File: config.mk
export PLATFORM = sky130hd
export DESIGN_NAME = ternary_symbol_string_to_binary_unit
export DESIGN_NICKNAME = d
export VERILOG_FILES = /design/src/rtl/tsb_pkg.sv /design/src/rtl/tsb_in_stage.sv /design/src/rtl/tsb_core.sv /design/src/rtl/tsb_out_stage.sv /design/src/rtl/ternary_symbol_string_to_binary_unit.sv
export SDC_FILE = /design/constraint.sdc
export NUM_CORES = 1
export LEC_CHECK = 0
export ABC_AREA = 1
export BUFFER_PORTS_ARGS = -buffer_cell sky130_fd_sc_hd__buf_4
export CORE_MARGIN = 10
export CORE_UTILIZATION = 65
export CTS_BUF_LIST = sky130_fd_sc_hd__clkbuf_16
export DETAILED_ROUTE_END_ITERATION = 10
export GPL_ROUTABILITY_DRIVEN = 0
export HOLD_SLACK_MARGIN = 0.15
export PLACE_DENSITY = 0.82
export RECOVER_POWER = 100
export SKIP_LAST_GASP = 1
export SLEW_MARGIN = 20
export SYNTH_ARGS = -nofsm -noshare
export SYNTH_HDL_FRONTEND = slang
export SYNTH_SLANG_ARGS = --single-unit
File: constraint.sdc
create_clock -name clk -period 7.5 [get_ports clk]
set_clock_uncertainty 0.1 [all_clocks]
set_input_delay 1.875 -clock clk [delete_from_list [all_inputs] [get_ports clk]]
set_output_delay 1.875 -clock clk [all_outputs]
set_load 0.02 [all_outputs]
File: src/rtl/tsb_pkg.sv
// Shared types and constants for the ternary symbol string to binary unit.
`default_nettype none

package tsb_pkg;

    localparam int VALUE_WIDTH = 64;
    localparam int OUT_VALUE_W = 64;

    localparam logic [7:0] SEP_BYTE   = 8'h20;
    localparam logic [7:0] SYM_MINUS  = 8'h2D;
    localparam logic [7:0] SYM_ZERO   = 8'h30;
    localparam logic [7:0] SYM_PLUS   = 8'h2B;
    localparam logic [7:0] MAX_COUNT  = 8'd200;
    localparam logic [7:0] MAX_DIGITS = 8'd40;

    typedef enum logic [2:0] {
        ST_OK  = 3'd0,
        ST_LEN = 3'd1,
        ST_BAD = 3'd2,
        ST_BIG = 3'd3,
        ST_CNT = 3'd4
    } status_t;

    typedef struct packed {
        logic [7:0] sym_byte;
        logic       end_of_string;
    } sym_item_t;

    typedef struct packed {
        logic [OUT_VALUE_W-1:0] value;
        logic [2:0]             status;
    } res_item_t;

endpackage

`default_nettype wire

File: src/rtl/tsb_in_stage.sv
// Input register stage that holds one accepted symbol item.
`default_nettype none

module tsb_in_stage
    import tsb_pkg::*;
(
    input  wire logic      clk,
    input  wire logic      rst_n,
    input  wire logic      sym_valid,
    output logic           sym_ready,
    input  wire sym_item_t sym,
    input  wire logic      take,
    output logic           item_valid,
    output sym_item_t      item
);

    logic      valid_reg;
    logic      valid_next;
    sym_item_t item_reg;

    // The register frees up in the same cycle that the core takes its item.
    assign sym_ready  = !valid_reg || take;
    assign item_valid = valid_reg;
    assign item       = item_reg;

    always_comb
    begin
        valid_next = valid_reg;
        if (sym_valid && sym_ready)
        begin
            valid_next = 1'b1;
        end
        else if (take)
        begin
            valid_next = 1'b0;
        end
    end

    always_ff @(posedge clk or negedge rst_n)
    begin
        if (!rst_n)
        begin
            valid_reg <= 1'b0;
        end
        else
        begin
            valid_reg <= valid_next;
        end
    end

    always_ff @(posedge clk)
    begin
        if (sym_valid && sym_ready)
        begin
            item_reg <= sym;
        end
    end

endmodule

`default_nettype wire

File: src/rtl/tsb_core.sv
// Tokenizer, digit check and base-3 accumulator with the length register.
`default_nettype none

module tsb_core
    import tsb_pkg::*;
(
    input  wire logic       clk,
    input  wire logic       rst_n,
    input  wire logic       cfg_we,
    input  wire logic [7:0] cfg_data,
    input  wire logic       item_valid,
    input  wire sym_item_t  item,
    input  wire logic       out_free,
    output logic            take,
    output logic            res_load,
    output res_item_t       res_data
);

    logic [7:0]             exp_reg;
    logic                   in_token_reg;
    logic                   in_token_next;
    logic [1:0]             tok_len_reg;
    logic [1:0]             tok_len_next;
    logic [7:0]             tok_first_reg;
    logic [7:0]             tok_first_next;
    logic [VALUE_WIDTH-1:0] acc_reg;
    logic [VALUE_WIDTH-1:0] acc_next;
    logic [7:0]             pos_reg;
    logic [7:0]             pos_next;
    status_t                err_reg;
    status_t                err_next;

    logic                   is_sep;
    logic                   c_in;
    logic [1:0]             c_len;
    logic [7:0]             c_first;
    logic                   digit_ok;
    logic [1:0]             digit;
    logic [7:0]             remaining;
    status_t                status;

    // Only the last byte of a string produces an item, so other bytes never stall.
    assign take     = item_valid && (!item.end_of_string || out_free);
    assign res_load = take && item.end_of_string;

    always_comb
    begin
        is_sep = (item.sym_byte == SEP_BYTE);

        // Token state after this byte, before any close.
        if (is_sep)
        begin
            c_in    = in_token_reg;
            c_len   = tok_len_reg;
            c_first = tok_first_reg;
        end
        else if (!in_token_reg)
        begin
            c_in    = 1'b1;
            c_len   = 2'd1;
            c_first = item.sym_byte;
        end
        else
        begin
            c_in    = 1'b1;
            c_len   = (tok_len_reg == 2'd2) ? 2'd2 : tok_len_reg + 2'd1;
            c_first = tok_first_reg;
        end

        digit_ok = 1'b0;
        digit    = 2'd0;
        if (c_len == 2'd1)
        begin
            unique case (c_first)
                SYM_MINUS:
                begin
                    digit_ok = 1'b1;
                    digit    = 2'd0;
                end
                SYM_ZERO:
                begin
                    digit_ok = 1'b1;
                    digit    = 2'd1;
                end
                SYM_PLUS:
                begin
                    digit_ok = 1'b1;
                    digit    = 2'd2;
                end
                default:
                begin
                    digit_ok = 1'b0;
                    digit    = 2'd0;
                end
            endcase
        end

        // Only used when pos_reg is below exp_reg, so this never wraps.
        remaining = exp_reg - pos_reg - 8'd1;

        in_token_next  = c_in;
        tok_len_next   = c_len;
        tok_first_next = c_first;
        acc_next       = acc_reg;
        pos_next       = pos_reg;
        err_next       = err_reg;

        if (is_sep || item.end_of_string)
        begin
            in_token_next = 1'b0;
            tok_len_next  = 2'd0;
            if (c_in && (err_reg == ST_OK) && (pos_reg < exp_reg))
            begin
                if (!digit_ok)
                begin
                    err_next = ST_BAD;
                end
                else if (remaining >= MAX_DIGITS)
                begin
                    err_next = ST_BIG;
                end
                else
                begin
                    acc_next = (acc_reg << 1) + acc_reg
                             + VALUE_WIDTH'(digit);
                    pos_next = pos_reg + 8'd1;
                end
            end
        end

        priority if (exp_reg > MAX_COUNT)
        begin
            status = ST_LEN;
        end
        else if (err_next != ST_OK)
        begin
            status = err_next;
        end
        else if (pos_next != exp_reg)
        begin
            status = ST_CNT;
        end
        else
        begin
            status = ST_OK;
        end

        res_data.status = status;
        res_data.value  = (status == ST_OK) ? OUT_VALUE_W'(acc_next) : '0;

        // Per-string state starts over after the last byte.
        if (item.end_of_string)
        begin
            in_token_next  = 1'b0;
            tok_len_next   = 2'd0;
            tok_first_next = 8'd0;
            acc_next       = '0;
            pos_next       = 8'd0;
            err_next       = ST_OK;
        end
    end

    always_ff @(posedge clk or negedge rst_n)
    begin
        if (!rst_n)
        begin
            exp_reg       <= 8'd0;
            in_token_reg  <= 1'b0;
            tok_len_reg   <= 2'd0;
            tok_first_reg <= 8'd0;
            acc_reg       <= '0;
            pos_reg       <= 8'd0;
            err_reg       <= ST_OK;
        end
        else
        begin
            if (cfg_we)
            begin
                exp_reg <= cfg_data;
            end
            if (take)
            begin
                in_token_reg  <= in_token_next;
                tok_len_reg   <= tok_len_next;
                tok_first_reg <= tok_first_next;
                acc_reg       <= acc_next;
                pos_reg       <= pos_next;
                err_reg       <= err_next;
            end
        end
    end

endmodule

`default_nettype wire

File: src/rtl/tsb_out_stage.sv
// Result register that holds one finished item until it is taken.
`default_nettype none

module tsb_out_stage
    import tsb_pkg::*;
(
    input  wire logic      clk,
    input  wire logic      rst_n,
    input  wire logic      res_load,
    input  wire res_item_t res_data,
    output logic           out_free,
    output logic           res_valid,
    input  wire logic      res_ready,
    output res_item_t      res
);

    logic      valid_reg;
    logic      valid_next;
    res_item_t res_reg;

    assign out_free  = !valid_reg || res_ready;
    assign res_valid = valid_reg;
    assign res       = res_reg;

    always_comb
    begin
        valid_next = valid_reg;
        if (res_load)
        begin
            valid_next = 1'b1;
        end
        else if (res_ready)
        begin
            valid_next = 1'b0;
        end
    end

    always_ff @(posedge clk or negedge rst_n)
    begin
        if (!rst_n)
        begin
            valid_reg <= 1'b0;
        end
        else
        begin
            valid_reg <= valid_next;
        end
    end

    always_ff @(posedge clk)
    begin
        if (res_load)
        begin
            res_reg <= res_data;
        end
    end

endmodule

`default_nettype wire

File: src/rtl/ternary_symbol_string_to_binary_unit.sv
// Top level of the ternary symbol string to binary unit.
// Path: a last byte goes from the input register through the core into the result register.
// Throughput: one byte item per cycle while a last byte finds room in the result register,
// set by the combinational accumulate step (multiply by three as a shift and add).
// Reset: rst_n is asynchronous and active low; it clears the length register to 0,
// all per-string state, and both valid flags.
`default_nettype none

module ternary_symbol_string_to_binary_unit
    import tsb_pkg::*;
(
    input  wire logic       clk,
    input  wire logic       rst_n,
    input  wire logic       cfg_we,
    input  wire logic [7:0] cfg_data,
    input  wire logic       sym_valid,
    output logic            sym_ready,
    input  wire sym_item_t  sym,
    output logic            res_valid,
    input  wire logic       res_ready,
    output res_item_t       res
);

    logic      item_valid;
    sym_item_t item;
    logic      take;
    logic      res_load;
    res_item_t res_data;
    logic      out_free;

    // The input register decouples the byte source from the accumulator.
    tsb_in_stage u_in_stage (
        .clk        (clk),
        .rst_n      (rst_n),
        .sym_valid  (sym_valid),
        .sym_ready  (sym_ready),
        .sym        (sym),
        .take       (take),
        .item_valid (item_valid),
        .item       (item)
    );

    // The core tokenizes, checks each token and folds valid digits into the value.
    // A non-final byte is always taken; the final byte waits for room in the
    // result register.
    tsb_core u_core (
        .clk        (clk),
        .rst_n      (rst_n),
        .cfg_we     (cfg_we),
        .cfg_data   (cfg_data),
        .item_valid (item_valid),
        .item       (item),
        .out_free   (out_free),
        .take       (take),
        .res_load   (res_load),
        .res_data   (res_data)
    );

    // The result register lets the next string proceed while a result waits.
    tsb_out_stage u_out_stage (
        .clk       (clk),
        .rst_n     (rst_n),
        .res_load  (res_load),
        .res_data  (res_data),
        .out_free  (out_free),
        .res_valid (res_valid),
        .res_ready (res_ready),
        .res       (res)
    );

    // A result is only loaded when the result register has room for it.
    assert property (@(posedge clk) disable iff (!rst_n)
        res_load |-> out_free)
        else $error("result loaded into an occupied result register");

    // A failed string always reports a zero value.
    assert property (@(posedge clk) disable iff (!rst_n)
        (res_valid && (res.status != ST_OK)) |-> (res.value == '0))
        else $error("nonzero value with an error status");

    // Status codes stay within the defined set.
    assert property (@(posedge clk) disable iff (!rst_n)
        res_valid |-> (res.status <= ST_CNT))
        else $error("undefined status code");

    // Input backpressure only comes from a held item that cannot move on.
    assert property (@(posedge clk) disable iff (!rst_n)
        !sym_ready |-> (item_valid && item.end_of_string && !out_free))
        else $error("input stalled without a blocked final item");

endmodule

`default_nettype wire

==> summary.txt <==
Global route
  – Vias in the first global route: about 12000
  – First-pass GRT wire length: between 50000 and 60000 um
  – Initial antenna violation count: 0
  – Largest net degree at the start of global routing: 71
  – Gr ovfl total: 0
  – Gr usage total: between 20% and 30%

Worst hold path
  – HP Class: reg -> reg

Finish
  – Area added between synthesis and finish: 8.67%
  – End-of-flow core utilization: slightly above 70%
  – Max reg flops: 67
  – Number of nets in the layout: between 1500 and 2000
  – Share of layout cells above drive strength 1: around 6.1%
  – N_diodes: 0
  – Final Cell Area: 14000 sq um

Power
  – Sw Ratio: between 20% and 30%
  – Register share of total power: a little under half
  – Leak pwr: about 6.6 nW
  – Clock share of power: 42.4%
  – Total power: about 2.3 mW
  – Max IR drop VDD: 0.144 mV
  – Comb power frac: around 11%
  – Switch Pwr: around 0.65 mW
  – Pwr/cell area: around 160 nW/um^2
  – Internal: between 1.5 and 2 mW

Timing
  – Final period util: a little under nine tenths
  – Achievable clock frequency: 156 MHz
  – Final hold vios: 0
  – Final setup fails: 0
  – Fin crit period: ~6.4 ns
  – Worst-Margin Slew: roughly 2.9 ns
  – RSZ-0062 raised after global routing: no
  – Fin. max-slew vios: between 200 and 250
  – Sum of negative setup slack: 0 ns
  – Slew headroom: -90.9%

Drt
  – Antenna viol nets, final: 0
  – Via-to-Cell Ratio: approximately 5.9
  – Drt first-iter violations: between 1000 and 1500
  – Total number of vias: approximately 12000
  – DRT Pass-1 Iters: 7
  – WL/cell: around 17 um
  – # DRC: 0
  – Final wirelength: between 30000 and 40000 um

Synthesis
  – Cell variety after synth: 40
  – Syn_nets: 1809
  – Ys Warns: 0
  – Async SR Flop Fraction: between 50 and 60%
  – Netlist Area Pre-Place: between 10000 and 15000 sq um
  – Number of synthesized flops with an enable pin: between 70 and 80
  – Leading area contributor after synthesis: dfrtp_1
  – Commonest cells post-synth: 350 x nand2_1, 188 x inv_1, 177 x o21ai_0
  – Top-area cell type share of the netlist area: 18.6%
  – Synth Flop Type: dfrtp_1
  – Most instantiated library cell after synthesis: nand2_1
  – Post-Syn Area per Cell: 7.85 sq um
  – Yosys reg bits: 172
  – Register area share after synthesis: between 30% and 40%
  – Dominant cells by area after synthesis: dfrtp_1 19%, edfxtp_1 18%, ha_1 14%, nand2_1 10%, o21ai_0 6.9%
  – Gate Count Post-Synth: ~1600

Worst setup path
  – Max FO, Critical Path: 49
  – WP data required: roughly 7.6 ns
  – CP Launch Type: input pin
  – Kind of critical path: in -> reg
  – Critical Path End Type: flip-flop
  – Worst Path Arrival: between 6 and 7 ns

Floorplanning
  – Placeable core area: between 15000 and 20000 sq um
  – Die area: ~26000 sq um
  – Starting density of the core: about two thirds
  – Num ports: slightly above 90
  – Die Height: 161 um
  – Std-Cell Rows: 51
  – DIE WIDTH: 161 um

Placed design
  – IO buf count: 90
  – Hpwl dp: approximately 24000 um
  – Placed cell area: 13700 sq um

Clock tree
  – CTS tree: done
  – CTS max path bufs: 2
  – Hold_buf cts: 0
  – CTS Root Cell: clkbuf_16
  – Total CTS buffers: 17
  – Clock Pin Slew Worst Setup and Hold Paths: approximately 0.07 ns
  – Skew-Pair Late Insertion Delay: between 0.4 and 0.5 ns
  – Clk sinks: 172
  – H-tree depth: 4
  – Post_cts resized: 0
  – Post-CTS setup repair buffer count: 0

Status
  – Failing checks: capacitance limit, slew limit
  – Status: complete, but fails checks

Flow run
  – Max cap viols: 4
## cell type report
cell class                 count  area [sq um]
timing repair buffer          97           449
multi-input combinational   1241          7210
clock inverter                15           198
fill                        1632          5450
tap                          265           332
clock buffer                  17           425
sequential                   172          4680
inverter                     191           717
## layer usage
metal	routed length [um]	GRT usage, %	part of all wire (%)	vias to the layer above
li1	-	-	-	5734
met1	14300	32.6	42	5534
met2	15800	43.7	47	503
met3	2420	4.83	7.2	107
met4	1170	11.2	3.5	0
met5	0	0	0	-
## metrics by stage
stage / std cells / setup WS (ns) / hold WS [ns]
finish: 1998 / 1.08 / 0.410
global route: 1998 / 0.738 / 0.434
floorplan: 1643 / 3.15 / 0.359
CTS: 1998 / 1.99 / 0.407
detailed placement: 1966 / 2.06 / 0.390
global placement: 1966 / 2.33 / 0.382
## final timing paths
| kind | startpoint | endpoint | slack, ns | depth (start not counted) |
|---|---|---|---|---|
| setup / recovery | res_ready | u_core.pos_reg[1] | 1.08 | 9 |
| hold / removal | u_core.err_reg[2] | u_core.err_reg[2] | 0.41 | 2 |
| setup reg to reg | u_in_stage.item[3] | u_out_stage.res[35] | 1.36 | 22 |
| hold reg to reg | u_core.err_reg[2] | u_core.err_reg[2] | 0.41 | 2 |
| max in group asynchronous | rst_n | u_core.tok_first_reg[2] | 3.23 | 2 |
| min in group asynchronous | rst_n | u_core.acc_reg[22] | 2.22 | 1 |
## layout by cell type, fill, tap and decap left out, types with 34 or more instances in the layout
master    count
nand2_1     350
a21oi_1     103
inv_1       188
nor2_1      158
o21ai_0     177
dfrtp_1      96
nor2_2       37
o22ai_1      34
ha_1        141
edfxtp_1     76
clkbuf_1     73
nand3_1      64
## power by group through the flow
stage	Clock (mW)	Combinational (mW)	Sequential (mW)
2_1_floorplan	0	0.152	1.08
3_5_place_dp	0	0.264	1.07
6_report	0.958	0.251	1.05
5_1_grt	1.00	0.280	1.05
3_3_place_gp	0	0.259	1.07
4_1_cts	0.959	0.266	1.05
## critical path, cell delays in order
cell and delay [ns]:
clkbuf_4 0.10, inv_1 0.09, nand3_1 0.08, nand2_1 0.06, clkbuf_1 1.88, nor2_1 0.96, inv_2 0.79, buf_4 0.51
o22ai_1 0.17
## cell families after synthesis
family	after synthesis	share of synthesized area, %
flops	172	36.3
buf+inv	230	7.19
xor+xnor	39	2.76
fa+ha+maj	144	14.1
mux	3	0.233
compound gates	403	17.5
simple gates	652	21.8
Note: power is estimated with default switching activity, not from simulation.
